**src/hdl/eppq_pkg.sv**
```systemverilog
`timescale 1ns / 1ps
`default_nettype none
// ---------------------------------------------------------------------------
// eppq_pkg
// Shared types and constants for the e-paper plane quantizer and packer.
// ---------------------------------------------------------------------------
package eppq_pkg;

  localparam int unsigned ChanW   = 8;
  localparam int unsigned LumaW   = 16;
  localparam int unsigned CfgIdxW = 2;
  localparam int unsigned CfgValW = 8;
  localparam int unsigned SlotW   = 3;
  localparam int unsigned CodeW   = 2;

  // Plane selection
  typedef enum logic [1:0] {
    PLANE_GREY   = 2'd0,
    PLANE_RED    = 2'd1,
    PLANE_YELLOW = 2'd2,
    PLANE_MONO   = 2'd3
  } plane_mode_e;

  // Register indexes
  localparam logic [CfgIdxW-1:0] RegPlaneMode  = 2'd0;
  localparam logic [CfgIdxW-1:0] RegMonoInvert = 2'd1;

  // Grey thresholds
  localparam logic [ChanW-1:0] GreyHi = 8'd171;
  localparam logic [ChanW-1:0] GreyLo = 8'd85;
  // Red plane thresholds
  localparam logic [ChanW-1:0] RedRMin  = 8'd171;
  localparam logic [ChanW-1:0] RedGbMax = 8'd110;
  // Yellow plane thresholds
  localparam logic [ChanW-1:0] YelRMin = 8'd228;
  localparam logic [ChanW-1:0] YelGMin = 8'd180;
  localparam logic [ChanW-1:0] YelBMax = 8'd30;

  // Luma weights, scale 1/256 (0.21, 0.72, 0.07), threshold 127*256
  localparam logic [ChanW-1:0] LumaKr     = 8'd54;
  localparam logic [ChanW-1:0] LumaKg     = 8'd184;
  localparam logic [ChanW-1:0] LumaKb     = 8'd18;
  localparam logic [LumaW-1:0] LumaThresh = 16'd32512;

  // Grey codes
  localparam logic [CodeW-1:0] GreyWhite = 2'b00;
  localparam logic [CodeW-1:0] GreyMid   = 2'b01;
  localparam logic [CodeW-1:0] GreyBlack = 2'b11;

  typedef struct packed {
    logic [ChanW-1:0] red;
    logic [ChanW-1:0] green;
    logic [ChanW-1:0] blue;
    logic             row_last;
  } pix_t;

  typedef struct packed {
    logic [7:0] packed_byte;
    logic       row_end;
  } pbyte_t;

endpackage

`default_nettype wire

```
**src/hdl/epaper_plane_quantize_pack.sv**
```systemverilog
`timescale 1ns / 1ps
`default_nettype none
// ---------------------------------------------------------------------------
// epaper_plane_quantize_pack
// RGB pixel stream to packed e-paper plane bytes.
// ---------------------------------------------------------------------------
// Usage:
//   Input channel (in_valid_i / in_stall_o / in_data_i) carries one RGB pixel
//   per transfer plus row_last. Output channel (out_valid_o / out_stall_i /
//   out_data_o) carries one packed byte per transfer with row_end.
//   Config channel (cfg_valid_i / cfg_ready_o) is always ready; index 0 is
//   plane_mode, index 1 is mono_invert, other indexes are dropped. Write it
//   only while the pipe is empty.
//   Pipeline: input register, then classify + pack into the output register.
//   A pixel that completes a byte (4 in grey, 8 in 1 bpp modes) or carries
//   row_last passes the input register and then loads the output register.
//   Throughput is one pixel per cycle while no emitting pixel is blocked.
//   Back pressure: while the output byte is held by out_stall_i the input
//   register may still advance pixels that complete no byte; a pixel that
//   would emit waits, and in_stall_o rises once it is blocked.
//   Reset clears both valid flags, the accumulator, the slot count and the
//   config registers (grey mode, no inversion).
// ---------------------------------------------------------------------------
module epaper_plane_quantize_pack (
  input  wire logic                           clk_i,
  input  wire logic                           rst_ni,
  input  wire logic                           in_valid_i,
  output logic                                in_stall_o,
  input  wire eppq_pkg::pix_t                 in_data_i,
  output logic                                out_valid_o,
  input  wire logic                           out_stall_i,
  output eppq_pkg::pbyte_t                    out_data_o,
  input  wire logic                           cfg_valid_i,
  output logic                                cfg_ready_o,
  input  wire logic [eppq_pkg::CfgIdxW-1:0]   cfg_index_i,
  input  wire logic [eppq_pkg::CfgValW-1:0]   cfg_value_i
);
  import eppq_pkg::*;

  // Configuration registers
  plane_mode_e mode_q;
  logic        invert_q;

  // Input register
  logic s1_valid_q;
  pix_t s1_pix_q;

  // Packing state
  logic [7:0]       acc_q, acc_d;
  logic [SlotW-1:0] cnt_q, cnt_d;

  // Output register
  logic   out_valid_q;
  pbyte_t out_q;

  logic             s1_adv, in_take, out_take;
  logic [CodeW-1:0] code;
  logic [7:0]       ins, acc_new;
  logic [2:0]       shamt;
  logic             full, emit;

  assign cfg_ready_o = 1'b1;

  always_ff @(posedge clk_i or negedge rst_ni) begin
    if (!rst_ni) begin
      mode_q   <= PLANE_GREY;
      invert_q <= 1'b0;
    end else if (cfg_valid_i) begin
      case (cfg_index_i)
        RegPlaneMode:  mode_q   <= plane_mode_e'(cfg_value_i[1:0]);
        RegMonoInvert: invert_q <= cfg_value_i[0];
        default: ;
      endcase
    end
  end

  eppq_classify u_classify (
    .pix_i    (s1_pix_q),
    .mode_i   (mode_q),
    .invert_i (invert_q),
    .code_o   (code)
  );

  // Slot placement: grey uses slot cnt mod 4 at 2 bits, 1 bpp uses cnt directly
  always_comb begin
    if (mode_q == PLANE_GREY) begin
      shamt = {~cnt_q[1:0], 1'b0};
      full  = (cnt_q >= 3'd3);
    end else begin
      shamt = 3'd7 - cnt_q;
      full  = (cnt_q == 3'd7);
    end
  end

  assign ins     = 8'(code) << shamt;
  assign acc_new = acc_q | ins;
  assign emit    = full || s1_pix_q.row_last;

  // Pixel leaves the input register when it emits nothing or the output slot frees
  assign out_take   = out_valid_q && !out_stall_i;
  assign s1_adv     = s1_valid_q && (!emit || !out_valid_q || !out_stall_i);
  assign in_stall_o = s1_valid_q && !s1_adv;
  assign in_take    = in_valid_i && !in_stall_o;

  always_comb begin
    acc_d = acc_q;
    cnt_d = cnt_q;
    if (s1_adv) begin
      acc_d = emit ? 8'd0 : acc_new;
      cnt_d = emit ? '0 : cnt_q + 3'd1;
    end
  end

  always_ff @(posedge clk_i or negedge rst_ni) begin
    if (!rst_ni) begin
      s1_valid_q  <= 1'b0;
      out_valid_q <= 1'b0;
      acc_q       <= 8'd0;
      cnt_q       <= '0;
    end else begin
      acc_q <= acc_d;
      cnt_q <= cnt_d;
      if (in_take)     s1_valid_q <= 1'b1;
      else if (s1_adv) s1_valid_q <= 1'b0;
      if (s1_adv && emit) out_valid_q <= 1'b1;
      else if (out_take)  out_valid_q <= 1'b0;
    end
  end

  // Payload registers
  always_ff @(posedge clk_i) begin
    if (in_take) s1_pix_q <= in_data_i;
    if (s1_adv && emit) begin
      out_q.packed_byte <= acc_new;
      out_q.row_end     <= s1_pix_q.row_last;
    end
  end

  assign out_valid_o = out_valid_q;
  assign out_data_o  = out_q;

endmodule

`default_nettype wire

```
**src/hdl/eppq_classify.sv**
```systemverilog
`timescale 1ns / 1ps
`default_nettype none
// ---------------------------------------------------------------------------
// eppq_classify
// Maps one pixel to its plane code: 2 bits in grey mode, else 1 bit in LSB.
// ---------------------------------------------------------------------------
module eppq_classify (
  input  wire eppq_pkg::pix_t                  pix_i,
  input  wire eppq_pkg::plane_mode_e           mode_i,
  input  wire logic                            invert_i,
  output logic [eppq_pkg::CodeW-1:0]           code_o
);
  import eppq_pkg::*;

  logic [ChanW-1:0] r, g, b;
  logic [LumaW-1:0] luma;
  logic             is_red, is_white, is_mid;

  assign r = pix_i.red;
  assign g = pix_i.green;
  assign b = pix_i.blue;

  assign luma = LumaW'(r) * LumaW'(LumaKr)
              + LumaW'(g) * LumaW'(LumaKg)
              + LumaW'(b) * LumaW'(LumaKb);

  assign is_red   = (r > GreyHi) && (g < GreyLo) && (b < GreyLo);
  assign is_white = (r > GreyHi) && (g > GreyHi) && (b > GreyHi);
  assign is_mid   = (r > GreyLo) && (r < GreyHi) && (g > GreyLo) && (g < GreyHi)
                 && (b > GreyLo) && (b < GreyHi);

  always_comb begin
    case (mode_i)
      PLANE_GREY: begin
        if (is_red || is_white) code_o = GreyWhite;
        else if (is_mid)        code_o = GreyMid;
        else                    code_o = GreyBlack;
      end
      PLANE_RED:
        code_o = {1'b0, (r > RedRMin) && (g < RedGbMax) && (b < RedGbMax)};
      PLANE_YELLOW:
        code_o = {1'b0, (r > YelRMin) && (g > YelGMin) && (b < YelBMax)};
      PLANE_MONO:
        code_o = {1'b0, (luma < LumaThresh) ^ invert_i};
      default:
        code_o = '0;
    endcase
  end

endmodule

`default_nettype wire

```
**config.mk**
```make
export PLATFORM = sky130hd
export DESIGN_NAME = epaper_plane_quantize_pack
export DESIGN_NICKNAME = d
export VERILOG_FILES = /design/src/hdl/eppq_pkg.sv /design/src/hdl/epaper_plane_quantize_pack.sv /design/src/hdl/eppq_classify.sv
export SDC_FILE = /design/constraint.sdc
export NUM_CORES = 1
export LEC_CHECK = 0
export ABC_AREA = 0
export BUFFER_PORTS_ARGS = -buffer_cell sky130_fd_sc_hd__buf_2
export CORE_AREA = 2 2 148 150
export CTS_CLUSTER_SIZE = 14
export DETAILED_ROUTE_END_ITERATION = 16
export DIE_AREA = 0 0 150 152
export GPL_TIMING_DRIVEN = 0
export RECOVER_POWER = 50
export SLEW_MARGIN = 20
export SYNTH_ARGS = -nofsm -noshare
export SYNTH_HDL_FRONTEND = slang
export SYNTH_SLANG_ARGS = --single-unit
```
**constraint.sdc**
```tcl
create_clock -name clk_i -period 14.8 [get_ports clk_i]
set_input_delay 2.96 -clock clk_i [delete_from_list [all_inputs] [get_ports clk_i]]
set_output_delay 2.96 -clock clk_i [all_outputs]
set_load 0.02 [all_outputs]
```
; ---- Word level (Yosys, flattened, before mapping)
; Cells that the tools add are included.
[op_classes]
n_reduce_logical = 33
shift = 1
n_mul = 3
bitwise = 3
n_addsub = 4
n_lt_le_gt_ge = 18
muxes = 11
eq_ne = 5
[op_table]
columns = op, count
row1 = > comparator 8 bit (second input constant), 5
row2 = less-than comparator 8 x 7 -> 1 bit (second input constant), 4
row3 = multiplier 8 x 5 -> 13 bit (second input constant), 2
row4 = > comparator 8 x 7 -> 1 bit (second input constant), 3
row5 = less-than comparator 8 bit (second input constant), 3
row6 = logical AND 1 bit, 18
row7 = adder 14 x 16 -> 16 bit, 1
row8 = adder 16 x 13 -> 16 bit, 1
row9 = less-than comparator 16 x 15 -> 1 bit (second input constant), 1
row10 = multiplier 8 x 4 -> 12 bit (second input constant), 1
row11 = less-than comparator 8 x 5 -> 1 bit (second input constant), 1
row12 = two-way mux 8 bit, 1
row13 = bitwise OR 8 bit, 1
row14 = one-hot mux 2 bit (4 select lines), 1
row15 = << shifter 2 x 3 -> 8 bit, 1
row16 = two-way mux 3 bit, 2
row17 = zero test 1 bit, 5
row18 = two-way mux 1 bit, 5
row19 = == test 2 x 1 -> 1 bit (second input constant), 2
row20 = == test 2 bit (second input constant), 2
row21 = zero test 2 bit, 2
row22 = logical OR 1 bit, 4
row23 = two-way mux 2 bit, 2
row24 = AND reduction 2 bit, 2
row25 = other kinds (7), 8
[word_totals]
output_inout_bits = 12
regBits = 50
inputBits = 40
wordCells = 90

; ---- Logic depth before layout (Yosys ltp)
; Gate-level depths: netlist of the first run.
[depth]
depth_word = 12
depth_mapped = 27

; ---- Hierarchy
; A second synthesis of the first run with hierarchy kept.
[hier_totals]
hier_cells = 555
area_unflattened_um2 = 5418.9
[modules_own_cells]
columns = mod, seq_area_each_um2, area_per_inst_um2, cells_per_inst, instances
row1 = eppq_classify, 0.0, 3375.7, 415, 1
row2 = epaper_plane_quantize_pack, 1421.4, 2043.2, 140, 1

; ---- Worst setup path after synthesis of the first run
; No wires, ideal clock.
[synth_timing]
path_kind = input port to output port
from = input port out_stall_i
to = output port in_stall_o
required_ps = 11840
arrival_ps = 3209
slack_ps = 8631
path_buffers = 0
stages = 2
path_cell_list = nand3_1 > inv_1
[synth_between]
elab_chain_cells = 5
[synth_rtl]
columns = element, line
row1 = "start, declared", epaper_plane_quantize_pack.sv:31  ; input wire logic out_stall_i,
row2 = zero test 1 bit, epaper_plane_quantize_pack.sv:101  ; assign s1_adv = s1_valid_q && (!emit || !out_valid_q || !out_stall_i);
row3 = logical OR 1 bit, epaper_plane_quantize_pack.sv:101
row4 = logical AND 1 bit, epaper_plane_quantize_pack.sv:101
row5 = zero test 1 bit, epaper_plane_quantize_pack.sv:102  ; assign in_stall_o = s1_valid_q && !s1_adv;
row6 = logical AND 1 bit, epaper_plane_quantize_pack.sv:102
row7 = "end, declared", epaper_plane_quantize_pack.sv:28  ; output logic in_stall_o,
; No other way between the ends.

; ---- Worst setup path in the final report of the first run
[layout_timing]
from = register s1_pix_q[19] in the netlist's numbering
to = register out_q (netlist bit out_data_o[1]), data pin
[layout_between]
elab_chain_cells = 11
word_cells_on_any_way = 28
cone_classes = 2 x add/sub / 1 x mul / 5 x order compare / 1 x shift / 3 x mux / 2 x bitwise / 14 x reduce/logical
[layout_rtl]
columns = element, line
row1 = "start, declared", epaper_plane_quantize_pack.sv:46  ; pix_t s1_pix_q;
row2 = "start signal, assigned", epaper_plane_quantize_pack.sv:132  ; if (in_take) s1_pix_q <= in_data_i;
row3 = branches (longest 8 deep; another with adder 14 x 16 -> 16 bit), n/a
row4 = one-hot mux 2 bit (4 select lines) *, eppq_classify.sv:33  ; case (mode_i)
row5 = << shifter 2 x 3 -> 8 bit *, epaper_plane_quantize_pack.sv:95  ; assign ins = 8'(code) << shamt;
row6 = bitwise OR 8 bit *, epaper_plane_quantize_pack.sv:96  ; assign acc_new = acc_q | ins;
row7 = named net acc_new[0], epaper_plane_quantize_pack.sv:58  ; logic [7:0] ins, acc_new;
row8 = "end, declared", epaper_plane_quantize_pack.sv:54  ; pbyte_t out_q;
; Mark *: on every way through the listed nets, which the timed path passes.
; A chain may end at the register's enable or synchronous reset.

==> results of run 1 <==
per-stage QoR:
step	std cells	utilization, %
after floorplan	534	-
after global placement	858	27.24
after detailed placement	858	27.24
after CTS	866	27.96
after global routing	867	28.02
final	867	28.02
kinds of logic after synthesis:
group | after synthesis | share of synthesized area, %
AND/OR/NAND/NOR | 119 | 11.86
buffers and inverters | 84 | 6.250
XOR/XNOR | 24 | 4.008
adder cells (fa/ha/maj) | 120 | 32.63
AO/OA/AOI/OAI | 132 | 17.25
multiplexers | 4 | 0.8349
flip-flops | 50 | 27.10
other | 1 | 0.07150
layer usage:
metal | GRT usage (%) | share of wire [%] | up-vias
met4 | 4.043 | 2.4 | 0
met5 | 0 | 0 | -
met2 | 16.18 | 47 | 56
met1 | 13.68 | 48 | 1811
li1 | - | - | 1999
met3 | 0.9910 | 2.4 | 13
state kept, by name, summed over array words and instances, names as in the netlist:
name,flops
s1_pix_q,25
out_data_o,9
acc_q,8
cnt_q,3
mode_q,2
invert_q,1
out_valid_o,1
s1_valid_q,1
synthesized netlist by cell type (all sizes together) (3+ instances only):
master	n
a31oi	4
xnor2	14
a21oi	35
nand3	9
dfrtp	16
clkbuf	3
edfxtp	34
nand2b	5
nand4	13
nor3	8
and2	4
ha	92
o21a	8
a211oi	5
o31ai	3
xor2	10
buf	3
nand2	33
nor2	25
mux2	3
nor2b	9
nor4	4
inv	78
a32o	8
a21o	21
o21bai	4
fa	28
o21ai	28
where the power goes:
| part | internal (uW) | total, uW | switching (uW) |
|---|---|---|---|
| clock network | 68.0 | 121 | 52.7 |
| logic | 421 | 1010 | 591 |
| registers | 172 | 191 | 19.5 |
path summary, 6_finish.rpt:
check | startpoint | end | slack, ns | cells past startpoint
worst min register to register | acc_q[5] | acc_q[5] | 0.49 | 1
worst min-delay path | acc_q[5] | acc_q[5] | 0.49 | 1
worst max-delay path | s1_pix_q[19] | out_data_o[1] | 7.88 | 23
worst max register to register | s1_pix_q[19] | out_data_o[1] | 7.88 | 23
max in group asynchronous | rst_ni | cnt_q[2] | 11.46 | 1
min in group asynchronous | rst_ni | acc_q[2] | 2.77 | 1
layout make-up:
type	count	area, sq um	area share (%)
Buffer	6	35.03	0.5857
Clock buffer	6	138.9	2.322
Clock inverter	2	15.01	0.2510
Inverter	78	292.8	4.894
Multi-Input combinational cell	400	3496	58.44
Sequential cell	50	1421	23.76
Tap cell	280	350.3	5.857
Timing Repair Buffer	45	232.7	3.890
==> results.md, run 1 <==
- Status: finished clean
- Setup crit start kind: flop
- Die Ht: ~150 um
- Detail Route Antenna Nets: 0
- Power Dens Cells: between 200 and 250 nW/um^2
- FILL cells: 2327
- Residual DRC: 0
- Setup violators final: 0
- Worst EP required: 14.97 ns
- Grt ovf: 0
- CP max-delay cell: edfxtp_1
- Post-synth EDFFs: 34
- Vias in the first global route: 3836
- Largest net degree at the start of global routing: 26
- Clk_lat worst skew: roughly 0.3 ns
- Pre-CTS WS: 7.935 ns
- Leading area contributor after synthesis: ha_1
- Placed instance area: 5816 sq um
- Syn Nets: 694
- First-pass GRT wire length: 18580 um
- H-tree levels: 2
- Die W: roughly 150 um
- Slew headroom: 37.98%
- TritonCTS buffer count: 5
- Via count: 3879
- Total chip power: 1324 uW
- Max Fclk: between 100 and 150 MHz
- Max incr delay on CP: 0.51 ns
- Initial Util: 24.57%
- CTS Hold Buffers Added: 0
- Layout cells sized above 1: around an eighth
- Setup Buffers After CTS: 0
- # diodes: 0
- Initial DRC Count: 137
- Syn Area/Cell: 9.822 sq um
- Wire length per cell: 12.40 um
- Initial antenna violation count: 0
- Hold_ws: between 0.4 and 0.5 ns
- Yosys reg bits: 50
- Final Hold Violating Endpoints: 0
- Leakage power: ~0.0029 uW
- IO buf count: 44
- Slew @ Worst Pin: 0.9302 ns
- Final WS setup: 7.883 ns
- RSZ-0062 raised after global routing: no
- Synthesized instance count: 534
- Setup crit end kind: flop
- Core Box Area: 21350 sq um
- Crit path max fanout: 7
- Worst setup path class: flop to flop
- CTS sink count: 50
- Mapped Area: 5245 sq um
- Vias per cell: 4.474
- Post-synthesis sequential area ratio: a little over a quarter
- Pre-Repair DR Iteration Count: 4
- Cells along the critical path: ha_1 -> fa_1 -> inv_1 -> fa_1 -> inv_1 -> ha_1 -> o21a_1 -> o21a_1 -> o21a_1 -> o21a_1 -> o31ai_1 -> a21boi_0 -> fa_1 -> ha_1 -> a21oi_1 -> a221o_1 -> nor4_1 -> nand4_1 -> nor4_2 -> o21ai_0 -> and4_4 -> nor4_4 -> a21o_1
- Synth area leaders: ha_1 (22%), edfxtp_1 (19%), fa_1 (11%), dfrtp_1 (7.6%), inv_1 (5.5%)
- Ports: 52
- Max cap viols: 0
- Final nets: 746
- Final Cell Area: approximately 6000 sq um
- Critical path buffer and inverter count: 2
- Highest-count cells in the layout ignoring fill and taps: ha_1 (92), inv_1 (77), buf_2 (43)
- Post-synth top flop: edfxtp_1
- Synth cell types: 62
- P&R area growth vs syn: 14.05%
- Most common cell on crit path: o21a_1
- Most common cell after layout, fill and taps aside: ha_1
- Tmin final: 6.917 ns
- Rows: 54
- Root Driver: clkbuf_16
- Drt total wl: around 11000 um
- Post-CTS Resized: 0
- Max Buffers Root-to-Sink: 2
- CP delay by family, top: adder cells
- Clock Pin Slew Worst Setup and Hold Paths: 0.07 ns
- CP Data Arrival Time: 7.09 ns
- Asr flop ratio synth: between 30% and 40%
- DIE AREA: 22800 sq um
- Post-synth top area share: 21.95%
- Clock Skew: 0.007990 ns
- Final worst-path cycle share: between 40% and 50%
- Number of warnings issued by yosys: 0
- Hpwl dp: between 9000 and 10000 um
- Gpl congestion: 0.8384
- Worst min path class: flop to flop
- CTS tree: built
- GRT Total Usage: between 10 and 15%
- VDD IR max: roughly 0.00016 V
- Max Slew Vio Count: 0
- Post-route setup TNS: 0 ns
Note: power is estimated with default switching activity, not from simulation.
==> run 2: changes to the inputs <==
==> constraint.sdc (replaced) <==
create_clock -name clk_i -period 6.45 [get_ports clk_i]
set_input_delay 1.29 -clock clk_i [delete_from_list [all_inputs] [get_ports clk_i]]
set_output_delay 1.29 -clock clk_i [all_outputs]
set_load 0.02 [all_outputs]
==> run 2 against run 1 <==
  * Final cell count is 2.4% higher
  * Clock power rose by 130%
  * Core utilization is 1.4 points higher
  * Wire length is 4.2% higher
  * Design area up 5.0%
  * Die area unchanged
  * Flip-flop and latch count unchanged
  * Register-to-register slack got worse by 7.7 ns
  * Combinational power increased to 2.6 times the previous value
  * Clock-buffer cell count stayed put
  * First-iteration DRC count unchanged
  * Setup slack lost 7.7 ns
==> results.md, run 2 (same netlist as run 1, synthesis figures left out) <==
- Drt total wl: between 10000 and 15000 um
- Finished Layout Cells: 888
- TritonCTS buffer count: 5
- CTS sink count: 50
- Reg2reg setup slack: roughly 0.19 ns
- Crit path max fanout: 7
- Pre-CTS WS: -0.4147 ns
- VDD IR max: a little under 0.0004 V
- Final core utilization: 29.42%
- Initial antenna violation count: 0
- Die Ht: around 150 um
- Clock Skew: 0.007861 ns
- Hold_ws: a little under 0.5 ns
- Max FFs per register: 25
- Share of total power in combinational logic: 78.7%
- FF/Latch Area: roughly 1400 sq um
- Highest-count cells in the layout ignoring fill and taps: ha_1 (84), inv_1 (77), buf_2 (43)
- Max incr delay on CP: 0.49 ns
- Clock Pin Slew Worst Setup and Hold Paths: about 0.070 ns
- Die W: 150 um
- Int Power: 1673 uW
- Reg2Reg Depth: 27
- Setup crit end kind: flop
- Vias in the first global route: 3860
- Most common cell on crit path: o21a_1
- P&R area growth vs syn: 19.75%
- Placed cell count: about 860
- Tmin final: 6.264 ns
- Via count: 3962
- Vias per cell: 4.462
- RSZ-0062 raised after global routing: yes
- Root Driver: clkbuf_16
- Ports: 52
- Wire length per cell: around 13 um
- Hold Path Depth: 1
- Slew @ Worst Pin: 0.9250 ns
- Hpwl dp: 9021 um
- Most common cell after layout, fill and taps aside: ha_1
- IO buf count: 44
- CTS tree: built
- Detail Route Antenna Nets: 0
- Final worst-path cycle share: 97.11%
- Slew headroom: 38.33%
- DIE AREA: 22800 sq um
- Final Hold Violating Endpoints: 0
- H-tree levels: 2
- FILL cells: 2298
- Final WS setup: between 0.15 and 0.2 ns
- Power Dens Cells: around 530 nW/um^2
- Gpl congestion: 0.8384
- Rows: 54
- CP delay by family, top: adder cells
- Final nets: 767
- Setup crit start kind: flop
- First-pass GRT wire length: between 15000 and 20000 um
- Worst EP required: 6.51 ns
- Layout cells sized above 1: 17.60%
- CP Data Arrival Time: 6.32 ns
- Origin of the critical flop-to-flop path: s1_pix_q[18]
- Clk_lat worst skew: 0.30 ns
- # diodes: 0
- Clock share of power: between 8 and 9%
- Leakage power: 0.002991 uW
- Core Box Area: 21350 sq um
- CP max-delay cell: fa_1
- Status: finished clean
- Initial Util: 24.57%
- Max Buffers Root-to-Sink: 2
- Max Slew Vio Count: 0
- Switching Power: 1680 uW
- Worst min path class: flop to flop
- Pre-Repair DR Iteration Count: 4
- Max Fclk: 159.7 MHz
- Max cap viols: 0
- Initial DRC Count: 137
- Top reg by flops: s1_pix_q
- Hold EP: acc_q[5]
- Critical path buffer and inverter count: 4
- Largest net degree at the start of global routing: 26
- Hold Crit Start: acc_q[5]
- Post-route setup TNS: 0 ns
- Grt ovf: 0
- Worst setup path class: flop to flop
- Residual DRC: 0
- Multi-input combinational cell area: 3636 sq um
- Switching Share: 50.10%
- Share of power burned in registers: 13.0%
- Setup violators final: 0
- GRT Total Usage: 10.18%
- CTS Hold Buffers Added: 0
- R2r endpoint: out_data_o[1]
-- run 2: repair_timing --
action,4_1_cts,5_1_grt
setup buffers,4,17
pin swaps,10,9
gates resized for setup,13,10
endpoints found under the setup margin,16,16
-- run 2: worst max-delay path by stage --
stage                            start            end  slack (ns)  cells after the start
after floorplan           s1_pix_q[19]  out_data_o[7]        0.52                     25
after global placement    s1_pix_q[19]  out_data_o[1]       -0.32                     23
after detailed placement  s1_pix_q[19]  out_data_o[1]       -0.41                     23
after CTS                 s1_pix_q[18]  out_data_o[7]       0.001                     27
after global routing      s1_pix_q[18]  out_data_o[7]       -0.08                     28
final                     s1_pix_q[18]  out_data_o[1]        0.19                     27
-- run 2: routing by layer --
metal  vias to the layer above  track usage [%]  part of all wire, %
met1                      1851            13.93                   48
met5                         -                0                    0
li1                       2036                -                    -
met2                        61            16.46                   47
met4                         0            4.043                  2.4
met3                        14           0.9910                  2.1
-- run 2: stage by stage --
step / total power [uW] / area [sq um]
floorplan: 2295 / 5245
global placement: 2720 / 5816
detailed placement: 2755 / 5816
CTS: 3177 / 6086
global route: 3690 / 6281
finish: 3353 / 6281
-- run 2: area by class of cell --
cell class	count	area share [%]
Timing Repair Buffer	66	6.235
Inverter	78	4.661
Buffer	6	0.5578
Clock buffer	6	2.211
Tap cell	280	5.578
Multi-Input combinational cell	400	57.89
Clock inverter	2	0.2390
Sequential cell	50	22.63
-- run 2: power groups by stage --
stage	Sequential [uW]	Combinational (uW)	Clock [uW]
6_report	436	2640	277
5_1_grt	444	2950	300
4_1_cts	439	2460	283
3_5_place_dp	446	2310	0
3_3_place_gp	445	2280	0
2_1_floorplan	445	1850	0
